===== src/rtl/zcrd_pkg.sv =====
// shared types, widths and constants of the zebra crossing row detector
package zcrd_pkg;

   localparam int COLUMN_BITS_DEFAULT = 8;

   localparam int GRAY_BITS      = 8;
   localparam int STEP_BITS      = 8;
   localparam int CONTRAST_BITS  = 9;
   localparam int PERCENT_BITS   = 7;
   localparam int ROW_BITS       = 8;
   localparam int CSR_DATA_BITS  = 9;
   localparam int CSR_INDEX_BITS = 2;

   localparam logic [STEP_BITS-1:0]     STEP_MAX     = '1;
   localparam logic [CONTRAST_BITS-1:0] CONTRAST_MAX = '1;
   localparam logic [PERCENT_BITS-1:0]  PERCENT_SCALE = 7'd100;

   localparam logic [STEP_BITS-1:0]     STEP_THRESHOLD_RESET     = 8'd5;
   localparam logic [PERCENT_BITS-1:0]  CONTRAST_PERCENT_RESET   = 7'd12;
   localparam logic [CONTRAST_BITS-1:0] COMBINED_THRESHOLD_RESET = 9'd25;
   localparam logic [ROW_BITS-1:0]      GATE_ROW_RESET           = 8'd50;

   typedef enum logic [CSR_INDEX_BITS-1:0] {
      REG_STEP_THRESHOLD     = 2'd0,
      REG_CONTRAST_PERCENT   = 2'd1,
      REG_COMBINED_THRESHOLD = 2'd2,
      REG_GATE_ROW           = 2'd3
   } reg_index_type;

   typedef struct packed {
      logic [STEP_BITS-1:0]     step_threshold;
      logic [PERCENT_BITS-1:0]  contrast_percent;
      logic [CONTRAST_BITS-1:0] combined_threshold;
      logic [ROW_BITS-1:0]      gate_row;
   } cfg_type;

   // per pixel decisions handed from evaluation to the row judge
   typedef struct packed {
      logic step_inc;
      logic contrast_inc;
      logic row_end;
      logic frame_end;
      logic gate_ok;
   } flags_type;

endpackage


===== src/rtl/zcrd_pixel_eval.sv =====
// request register and per pixel evaluation of binary and gray steps
module zcrd_pixel_eval
   import zcrd_pkg::*;
#(
   parameter int COLUMN_BITS = COLUMN_BITS_DEFAULT
) (
   input  logic                   clock,
   input  logic                   reset,
   input  cfg_type                cfg,
   input  logic                   req_valid,
   output logic                   req_stall,
   input  logic [COLUMN_BITS-1:0] req_column,
   input  logic [COLUMN_BITS-1:0] req_left_border,
   input  logic [COLUMN_BITS-1:0] req_right_border,
   input  logic                   req_bin_here,
   input  logic                   req_bin_right,
   input  logic [GRAY_BITS-1:0]   req_gray_here,
   input  logic [GRAY_BITS-1:0]   req_gray_two_left,
   input  logic                   req_row_end,
   input  logic                   req_frame_end,
   input  logic [ROW_BITS-1:0]    req_reach_height,
   input  logic [ROW_BITS-1:0]    req_top_row,
   output logic                   flags_valid,
   output flags_type              flags,
   input  logic                   flags_take
);

   logic                   s1_valid_ff, s1_valid_in;
   logic [COLUMN_BITS-1:0] column_ff, left_ff, right_ff;
   logic                   bin_here_ff, bin_right_ff;
   logic [GRAY_BITS-1:0]   gray_here_ff, gray_left_ff;
   logic                   row_end_ff, frame_end_ff;
   logic [ROW_BITS-1:0]    reach_ff, top_ff;

   logic      s2_valid_ff, s2_valid_in;
   flags_type flags_ff, flags_in;

   logic s1_free, s2_free;

   logic                 in_track;
   logic [GRAY_BITS:0]   gray_sum;
   logic [GRAY_BITS-1:0] gray_diff;
   logic [14:0]          diff_scaled;
   logic [16:0]          sum_scaled;

   assign s2_free   = !s2_valid_ff || flags_take;
   assign s1_free   = !s1_valid_ff || s2_free;
   assign req_stall = !s1_free;

   assign s1_valid_in = s1_free ? req_valid : s1_valid_ff;
   assign s2_valid_in = s2_free ? s1_valid_ff : s2_valid_ff;

   always_comb begin
      in_track  = (column_ff >= left_ff) && (column_ff < right_ff);
      gray_sum  = {1'b0, gray_here_ff} + {1'b0, gray_left_ff};
      gray_diff = (gray_here_ff >= gray_left_ff) ? (gray_here_ff - gray_left_ff)
                                                 : (gray_left_ff - gray_here_ff);
      diff_scaled = 15'(gray_diff) * 15'(PERCENT_SCALE);
      sum_scaled  = (17'(cfg.contrast_percent) + 17'd1) * 17'(gray_sum);

      flags_in.step_inc     = in_track && !bin_here_ff && bin_right_ff;
      // columns zero and one have no pixel two to the left
      flags_in.contrast_inc = in_track && (column_ff[COLUMN_BITS-1:1] != '0)
                              && (gray_sum != '0)
                              && ({2'b00, diff_scaled} >= sum_scaled);
      flags_in.row_end      = row_end_ff;
      flags_in.frame_end    = frame_end_ff;
      flags_in.gate_ok      = (reach_ff >= cfg.gate_row) && (top_ff >= cfg.gate_row);
   end

   always_ff @(posedge clock) begin
      if (reset) begin
         s1_valid_ff <= 1'b0;
         s2_valid_ff <= 1'b0;
      end else begin
         s1_valid_ff <= s1_valid_in;
         s2_valid_ff <= s2_valid_in;
      end
      if (s1_free && req_valid) begin
         column_ff    <= req_column;
         left_ff      <= req_left_border;
         right_ff     <= req_right_border;
         bin_here_ff  <= req_bin_here;
         bin_right_ff <= req_bin_right;
         gray_here_ff <= req_gray_here;
         gray_left_ff <= req_gray_two_left;
         row_end_ff   <= req_row_end;
         frame_end_ff <= req_frame_end;
         reach_ff     <= req_reach_height;
         top_ff       <= req_top_row;
      end
      if (s2_free && s1_valid_ff) begin
         flags_ff <= flags_in;
      end
   end

   assign flags_valid = s2_valid_ff;
   assign flags       = flags_ff;

endmodule


===== src/rtl/zcrd_row_judge.sv =====
// step counters, row judgement, frame hit and result register
module zcrd_row_judge
   import zcrd_pkg::*;
(
   input  logic      clock,
   input  logic      reset,
   input  cfg_type   cfg,
   input  logic      flags_valid,
   input  flags_type flags,
   output logic      flags_take,
   output logic      rsp_valid,
   input  logic      rsp_stall,
   output logic      rsp_crossing_found
);

   logic [STEP_BITS-1:0]     step_ff, step_in, step_next;
   logic [CONTRAST_BITS-1:0] contrast_ff, contrast_in, contrast_next;
   logic                     hit_ff, hit_in, hit_next;
   logic                     rsp_valid_ff, rsp_valid_in;
   logic                     found_ff, found_in;
   logic                     out_free, row_done;
   logic [CONTRAST_BITS:0]   combined;

   assign out_free   = !rsp_valid_ff || !rsp_stall;
   // a frame end request needs the result slot, anything else passes
   assign flags_take = flags_valid && (!flags.frame_end || out_free);

   always_comb begin
      step_next = step_ff;
      if (flags.step_inc && step_ff != STEP_MAX) begin
         step_next = step_ff + 1'b1;
      end
      contrast_next = contrast_ff;
      if (flags.contrast_inc && contrast_ff != CONTRAST_MAX) begin
         contrast_next = contrast_ff + 1'b1;
      end
      combined = {2'b00, step_next} + {1'b0, contrast_next};
      row_done = flags.row_end || flags.frame_end;

      hit_next = hit_ff;
      if (row_done) begin
         if (step_next > cfg.step_threshold) begin
            hit_next = 1'b1;
         end else if (step_next == cfg.step_threshold
                      && combined > {1'b0, cfg.combined_threshold}) begin
            hit_next = 1'b1;
         end
      end

      step_in      = step_ff;
      contrast_in  = contrast_ff;
      hit_in       = hit_ff;
      found_in     = found_ff;
      rsp_valid_in = rsp_valid_ff && rsp_stall;
      if (flags_take) begin
         step_in     = row_done ? '0 : step_next;
         contrast_in = row_done ? '0 : contrast_next;
         hit_in      = flags.frame_end ? 1'b0 : hit_next;
         if (flags.frame_end) begin
            found_in     = hit_next && flags.gate_ok;
            rsp_valid_in = 1'b1;
         end
      end
   end

   always_ff @(posedge clock) begin
      if (reset) begin
         step_ff      <= '0;
         contrast_ff  <= '0;
         hit_ff       <= 1'b0;
         rsp_valid_ff <= 1'b0;
      end else begin
         step_ff      <= step_in;
         contrast_ff  <= contrast_in;
         hit_ff       <= hit_in;
         rsp_valid_ff <= rsp_valid_in;
      end
      found_ff <= found_in;
   end

   assign rsp_valid          = rsp_valid_ff;
   assign rsp_crossing_found = found_ff;

endmodule


===== src/rtl/zebra_crossing_row_detector.sv =====
// top level: control registers, pixel evaluation and row judgement
// a frame end request passes the request register and the flag register, then loads the result register
// throughput: one request per cycle while req_stall is low; the request register,
//   the flag register and the result register form a three deep stalling pipeline
// a request is held back only while a frame result waits to be taken
// reset: synchronous, clears counters, hit, valids and loads register defaults
module zebra_crossing_row_detector
   import zcrd_pkg::*;
#(
   parameter int COLUMN_BITS = COLUMN_BITS_DEFAULT
) (
   input  logic                      clock,
   input  logic                      reset,
   input  logic                      csr_write_enable,
   input  logic [CSR_INDEX_BITS-1:0] csr_index,
   input  logic [CSR_DATA_BITS-1:0]  csr_write_data,
   input  logic                      req_valid,
   output logic                      req_stall,
   input  logic [COLUMN_BITS-1:0]    req_column,
   input  logic [COLUMN_BITS-1:0]    req_left_border,
   input  logic [COLUMN_BITS-1:0]    req_right_border,
   input  logic                      req_bin_here,
   input  logic                      req_bin_right,
   input  logic [GRAY_BITS-1:0]      req_gray_here,
   input  logic [GRAY_BITS-1:0]      req_gray_two_left,
   input  logic                      req_row_end,
   input  logic                      req_frame_end,
   input  logic [ROW_BITS-1:0]       req_reach_height,
   input  logic [ROW_BITS-1:0]       req_top_row,
   output logic                      rsp_valid,
   input  logic                      rsp_stall,
   output logic                      rsp_crossing_found
);

   cfg_type   cfg_ff, cfg_in;
   logic      flags_valid, flags_take;
   flags_type flags;

   always_comb begin
      cfg_in = cfg_ff;
      if (csr_write_enable) begin
         case (reg_index_type'(csr_index))
            REG_STEP_THRESHOLD:     cfg_in.step_threshold = csr_write_data[STEP_BITS-1:0];
            REG_CONTRAST_PERCENT:   cfg_in.contrast_percent =
                                       csr_write_data[PERCENT_BITS-1:0];
            REG_COMBINED_THRESHOLD: cfg_in.combined_threshold =
                                       csr_write_data[CONTRAST_BITS-1:0];
            REG_GATE_ROW:           cfg_in.gate_row = csr_write_data[ROW_BITS-1:0];
            default:                cfg_in = cfg_ff;
         endcase
      end
   end

   always_ff @(posedge clock) begin
      if (reset) begin
         cfg_ff.step_threshold     <= STEP_THRESHOLD_RESET;
         cfg_ff.contrast_percent   <= CONTRAST_PERCENT_RESET;
         cfg_ff.combined_threshold <= COMBINED_THRESHOLD_RESET;
         cfg_ff.gate_row           <= GATE_ROW_RESET;
      end else begin
         cfg_ff <= cfg_in;
      end
   end

   zcrd_pixel_eval #(
      .COLUMN_BITS(COLUMN_BITS)
   ) u_eval (
      .clock             (clock),
      .reset             (reset),
      .cfg               (cfg_ff),
      .req_valid         (req_valid),
      .req_stall         (req_stall),
      .req_column        (req_column),
      .req_left_border   (req_left_border),
      .req_right_border  (req_right_border),
      .req_bin_here      (req_bin_here),
      .req_bin_right     (req_bin_right),
      .req_gray_here     (req_gray_here),
      .req_gray_two_left (req_gray_two_left),
      .req_row_end       (req_row_end),
      .req_frame_end     (req_frame_end),
      .req_reach_height  (req_reach_height),
      .req_top_row       (req_top_row),
      .flags_valid       (flags_valid),
      .flags             (flags),
      .flags_take        (flags_take)
   );

   zcrd_row_judge u_judge (
      .clock              (clock),
      .reset              (reset),
      .cfg                (cfg_ff),
      .flags_valid        (flags_valid),
      .flags              (flags),
      .flags_take         (flags_take),
      .rsp_valid          (rsp_valid),
      .rsp_stall          (rsp_stall),
      .rsp_crossing_found (rsp_crossing_found)
   );

endmodule


===== config.mk =====
export PLATFORM = sky130hd
export DESIGN_NAME = zebra_crossing_row_detector
export DESIGN_NICKNAME = d
export VERILOG_FILES = /design/src/rtl/zcrd_pkg.sv /design/src/rtl/zcrd_pixel_eval.sv /design/src/rtl/zcrd_row_judge.sv /design/src/rtl/zebra_crossing_row_detector.sv
export SDC_FILE = /design/constraint.sdc
export NUM_CORES = 1
export LEC_CHECK = 0
export ABC_CLOCK_PERIOD_IN_PS = 10700
export BUFFER_PORTS_ARGS = -buffer_cell sky130_fd_sc_hd__buf_2
export CAP_MARGIN = 10
export CORE_UTILIZATION = 45
export CTS_CLUSTER_SIZE = 14
export DETAILED_ROUTE_END_ITERATION = 8
export PLACE_DENSITY_LB_ADDON = 0.05
export SETUP_SLACK_MARGIN = 0.2
export SYNTH_ARGS = -nofsm -noshare
export SYNTH_HDL_FRONTEND = slang
export SYNTH_SLANG_ARGS = --single-unit

===== constraint.sdc =====
create_clock -name clock -period 10.7 [get_ports clock]
set_input_delay 3.21 -clock clock [delete_from_list [all_inputs] [get_ports clock]]
set_output_delay 3.21 -clock clock [all_outputs]
set_load 0.01 [all_outputs]

### Yosys cells after proc, flatten, opt, wreduce, memory -nomap -nowiden

Index checks and enable logic that the tools add are counted.

* equal/unequal tests: 6
* magnitude comparators: 8
* add/subtract/negate cells: 7
* reductions and logical operators: 35
* $mul: 2
* multiplexer cells: 11

Operator list (number)
* $ge A8 B8 Y1: 4
* $mux W8: 3
* $mux W9: 2
* $ge A15 B17 Y1: 1
* $mul A17 B9 Y17: 1
* $sub A8 B8 Y8: 2
* $logic_and A1 B1 Y1: 15
* $mul A8 B5 Y13 const B: 1
* $add A8 B9 Y10: 1
* $gt A10 B9 Y1: 1
* $reduce_and A2 Y1: 5
* $add A8 B8 Y9: 1
* $add A9 B1 Y9 const B: 1
* $ne A9 B9 Y1 const B: 1
* $reduce_bool A9 Y1: 1
* $add A7 B1 Y8 const B: 1
* $add A8 B1 Y8 const B: 1
* $eq A8 B8 Y1: 1
* $gt A8 B8 Y1: 1
* $lt A8 B8 Y1: 1
* $ne A8 B8 Y1 const B: 1
* $logic_not A1 Y1: 7
* $reduce_bool A7 Y1: 1
* $mux W1: 6
* other kinds (4): 9

* input bits: 76
* output and inout port bits: 3
* register bits after elaboration: 119
* logic and storage cells: 96

### Longest topological paths before layout

* word-level depth: 10
* gate-level depth with buffers: 29
* depth with buffers taken out: 28

### Hierarchy

Synthesis repeated with hierarchy kept, for this count alone.

* cell total of the unflattened synthesis: 1059
* area total of the unflattened synthesis: 10321.1 µm²

By module, submodules not included
* zcrd_pixel_eval: times used 1, cells an instance 693, seq. area each 1991.9 µm², area each 7075.5 µm²
* zcrd_row_judge: times used 1, cells an instance 240, seq. area each 410.4 µm², area each 1940.6 µm²
* zebra_crossing_row_detector: times used 1, cells an instance 126, seq. area each 640.6 µm², area each 1305.0 µm²

### Worst setup path after synthesis

OpenSTA, ideal clock, no wires.

* path kind: input -> output
* start point: in rsp_stall
* end point: out req_stall
* stages on the path: 4
* buffers on the path: 0
* setup slack: 3852 ps
* required time: 7490 ps
* arrival time: 3638 ps
* cells stage by stage: nand3_1 > nor2_1 > nand2_1 > inv_1

* word-level cells in the longest chain between the ends: 7

Ends and longest elaborated chain
* start, declared: RTL line zebra_crossing_row_detector.sv:31 `input logic rsp_stall,`
* $logic_not A1 Y1: RTL line zcrd_row_judge.sv:24 `assign out_free = !rsp_valid_ff || !rsp_stall;`
* $logic_or A1 B1 Y1: RTL line zcrd_row_judge.sv:24
* $logic_or A1 B1 Y1: RTL line zcrd_row_judge.sv:26 `assign flags_take = flags_valid && (!flags.frame_end || out_free);`
* $logic_and A1 B1 Y1: RTL line zcrd_row_judge.sv:26
* $logic_or A1 B1 Y1: RTL line zcrd_pixel_eval.sv:46 `assign s2_free = !s2_valid_ff || flags_take;`
* $logic_or A1 B1 Y1: RTL line zcrd_pixel_eval.sv:47 `assign s1_free = !s1_valid_ff || s2_free;`
* $logic_not A1 Y1: RTL line zcrd_pixel_eval.sv:48 `assign req_stall = !s1_free;`
* end, declared: RTL line zebra_crossing_row_detector.sv:18 `output logic req_stall,`

Every way passes these cells.

==> out/metrics.csv <==
metric,value,unit
Residual DRC,0,
Pins Over Slew Limit,0,
Post-Syn Area,0.01001,mm2
number of port buffers,78,
WP data arrival,7.76,ns
Synth Area per Inst,9.414,um2
met3 global-route usage,4.066,%
Initial Util,45.85,%
aggregate routed wire length,21690,um
Leak,5.436,nW
crit path kind,reg -> reg,
RSZ-0062 raised after global routing,false,
grt met1 use,28.71,%
PwrDens,253.8,mW/mm2
TritonCTS buffer count,17,
"Reg clk slew, reported paths",0.07,ns
Mapped Cells,1063,
NetSw,0.001236,W
synth cell count leaders,"ha_1, inv_1, nor2_1",
Die Height,151.1,um
Fmax,131.8,MHz
"top cells by area, synth","ha_1, edfxtp_1, dfxtp_1, fa_1, inv_1",
width of the die,151.1,um
startpoint type of the worst setup path,flip-flop,
"Distinct cells, synth",64,
setup TNS,0,ns
internal power,0.001624,W
dpl cell area,0.01067,mm2
CTS Root Cell,clkbuf_16,
post-synth top area share,20.26,%
Max Cap Viol,0,
Global Route Usage Sum,19.89,%
DRT iter0 DRCs,398,
initial antenna violation count,1,
post-CTS setup buffers,0,
status,finished clean,
Worst-Margin Slew,1.004,ns
most frequent cell after synthesis,ha_1,
clock skew,0.01662,ns
Post-Syn Nets,1350,
post-route cell area,0.01127,mm2
io pins,79,
share of post-route cells with drive strength above 1,11.89,%
Async SR Flop Fraction,0,%
CTS sink count,119,
Final Hold Fails,0,
"area leader, netlist",ha_1,
CP max FO,9,
Clock power frac,20.5,%
"Clk Latency, worst-skew pair",0.43,ns
overflow left after global routing,0,
maximum number of pins on one net before global-route repair,54,
number of synthesized flops with an enable pin,66,
Bufs on Longest Clock Path,2,
Worst setup EP type,flip-flop,
Hold Path Class,reg -> reg,
post-cts resize count,0,
TritonCTS clock tree,yes,
Layout Nets,1426,
M2 GR Usage,30.16,%
"Setup violations, final",0,
cts hold-fix bufs,0,
number of global-route vias before repair,6945,
Synth Flop Type,edfxtp_1,
Tmin final,7.588,ns
Clock H-tree levels,4,
Vias,7348,
GPL Wtd Cong,0.8361,
sequential share of the synthesized area,30.41,%
register bit total from synthesis,119,
Synth warnings,0,
detailed placement HPWL,17100,um
final antenna-violating net count,0,
grt peak-use layer,met2,
first-pass GRT wire length,34620,um
Core Box Area,0.02182,mm2
Worst EP required,10.87,ns
Area Overhead vs Synth,12.64,%
Rel. slew slack,33.06,%
vias per cell,5.128,
# rows,54,
drt wl/cell,15.13,um
final period utilization,70.92,%
TritonRoute pass-1 iters,5,
Worst Hold Margin,0.4126,ns
Gate power share,61.1,%
die area,0.02284,mm2
worst vdd ir,0.2317,mV
sequential power share,18.4,%
switch share,43.22,%
==> routing by layer <==
| layer | wire length [um] | vias up |
|---|---|---|
| li1 | - | 3776 |
| met5 | 0 | - |
| met4 | 196 | 0 |
| met1 | 11020 | 3403 |
| met2 | 9540 | 155 |
| met3 | 929 | 14 |
==> placed cells by master (no fill, tap or decap), types with 9 or more instances in the layout <==
master,synthesis,routed
inv_1,146,146
nand3_1,16,16
nor2b_1,11,11
nor2_1,133,133
xnor2_1,38,38
a21o_1,23,23
nand4_1,13,13
nor3_1,14,13
fa_1,49,49
mux2i_1,11,11
ha_1,162,162
clkbuf_16,0,17
buf_2,1,78
nand2_1,57,57
xor2_1,24,24
a22oi_1,10,10
o21ai_0,28,28
or2_2,9,9
dfxtp_1,53,53
edfxtp_1,66,66
nand2b_1,16,16
a21oi_1,63,63
a211o_1,11,11
==> critical path, cell delays in order (launching register included) <==
cell and delay [ns]:
edfxtp_1 0.43, ha_1 0.47, inv_1 0.15, a221oi_1 0.33
o41ai_2 0.17, xor2_1 0.58, nand2b_1 0.21, fa_1 0.43
fa_1 0.49, inv_1 0.06, fa_1 0.52, inv_1 0.05
fa_1 0.52, inv_1 0.04, ha_1 0.35, a21oi_1 0.22
nand2_1 0.09, nor4_1 0.51, o21ai_0 0.27, a21o_1 0.22
a21oi_1 0.17, xor2_1 0.17, ha_1 0.25, a211oi_1 0.27
o211ai_1 0.16, nand4_1 0.12, nor4_1 0.06
==> cell families after synthesis <==
logic type	Yosys count	share of synthesized area, %
compound gates	184	12.17
xor+xnor	62	5.426
fa+ha+maj	211	30.06
buf+inv	172	6.639
flops	119	30.41
mux	14	1.438
simple gates	301	13.87
==> state kept, by name, indices dropped and copies added (netlist names) <==
name and flops:
cfg_ff 32, u_eval.gray_left_ff 8, u_eval.column_ff 8, u_eval.gray_here_ff 8, u_judge.rsp_valid 1, u_judge.step_ff 8, u_judge.hit_ff 1, u_judge.contrast_ff 9
u_eval.left_ff 8, u_eval.flags_valid 1, u_eval.top_ff 8, u_eval.bin_here_ff 1, u_judge.rsp_crossing_found 1, u_eval.flags 5, u_eval.frame_end_ff 1, u_eval.s1_valid_ff 1
u_eval.bin_right_ff 1, u_eval.right_ff 8, u_eval.reach_ff 8, u_eval.row_end_ff 1
==> final timing paths <==
path                                    start  slack, ns                        end  depth (start not counted)
max          u_eval.gray_here_ff[4]$_DFFE_PP_       3.11  u_eval.flags[3]$_DFFE_PP_                         26
min               u_eval.row_end_ff$_DFFE_PP_       0.41  u_eval.flags[2]$_DFFE_PP_                          0
max reg2reg  u_eval.gray_here_ff[4]$_DFFE_PP_       3.11  u_eval.flags[3]$_DFFE_PP_                         26
min reg2reg       u_eval.row_end_ff$_DFFE_PP_       0.41  u_eval.flags[2]$_DFFE_PP_                          0
==> power groups by stage <==
stage	registers (W)	logic (W)	clock network, W
5_1_grt	0.000529	0.00205	0.000618
4_1_cts	0.000527	0.00176	0.000600
2_1_floorplan	0.000531	0.00136	0
3_3_place_gp	0.000536	0.00173	0
3_5_place_dp	0.000537	0.00174	0
6_report	0.000527	0.00175	0.000586
==> layout make-up <==
cell class,instances,area [um2]
antenna,1,2.502
clock buffer,17,425.4
clock inverter,15,170.2
fill,2057,10550
inverter,147,554.3
multi-input combinational,772,6306
sequential,119,3043
tap,280,350.3
timing repair buffer,82,420.4
==> stage by stage <==
step / utilization, % / cells / total power, W / setup slack, ns
detailed placement: 48.91 / 1400 / 0.002275 / 3.175
CTS: 51.64 / 1432 / 0.002891 / 3.167
floorplan: - / 1063 / 0.001892 / 3.852
global placement: 48.91 / 1400 / 0.002269 / 3.427
global route: 51.64 / 1432 / 0.003196 / 2.640
finish: 51.65 / 1433 / 0.002860 / 3.112
(Power assumes the default switching activity.)
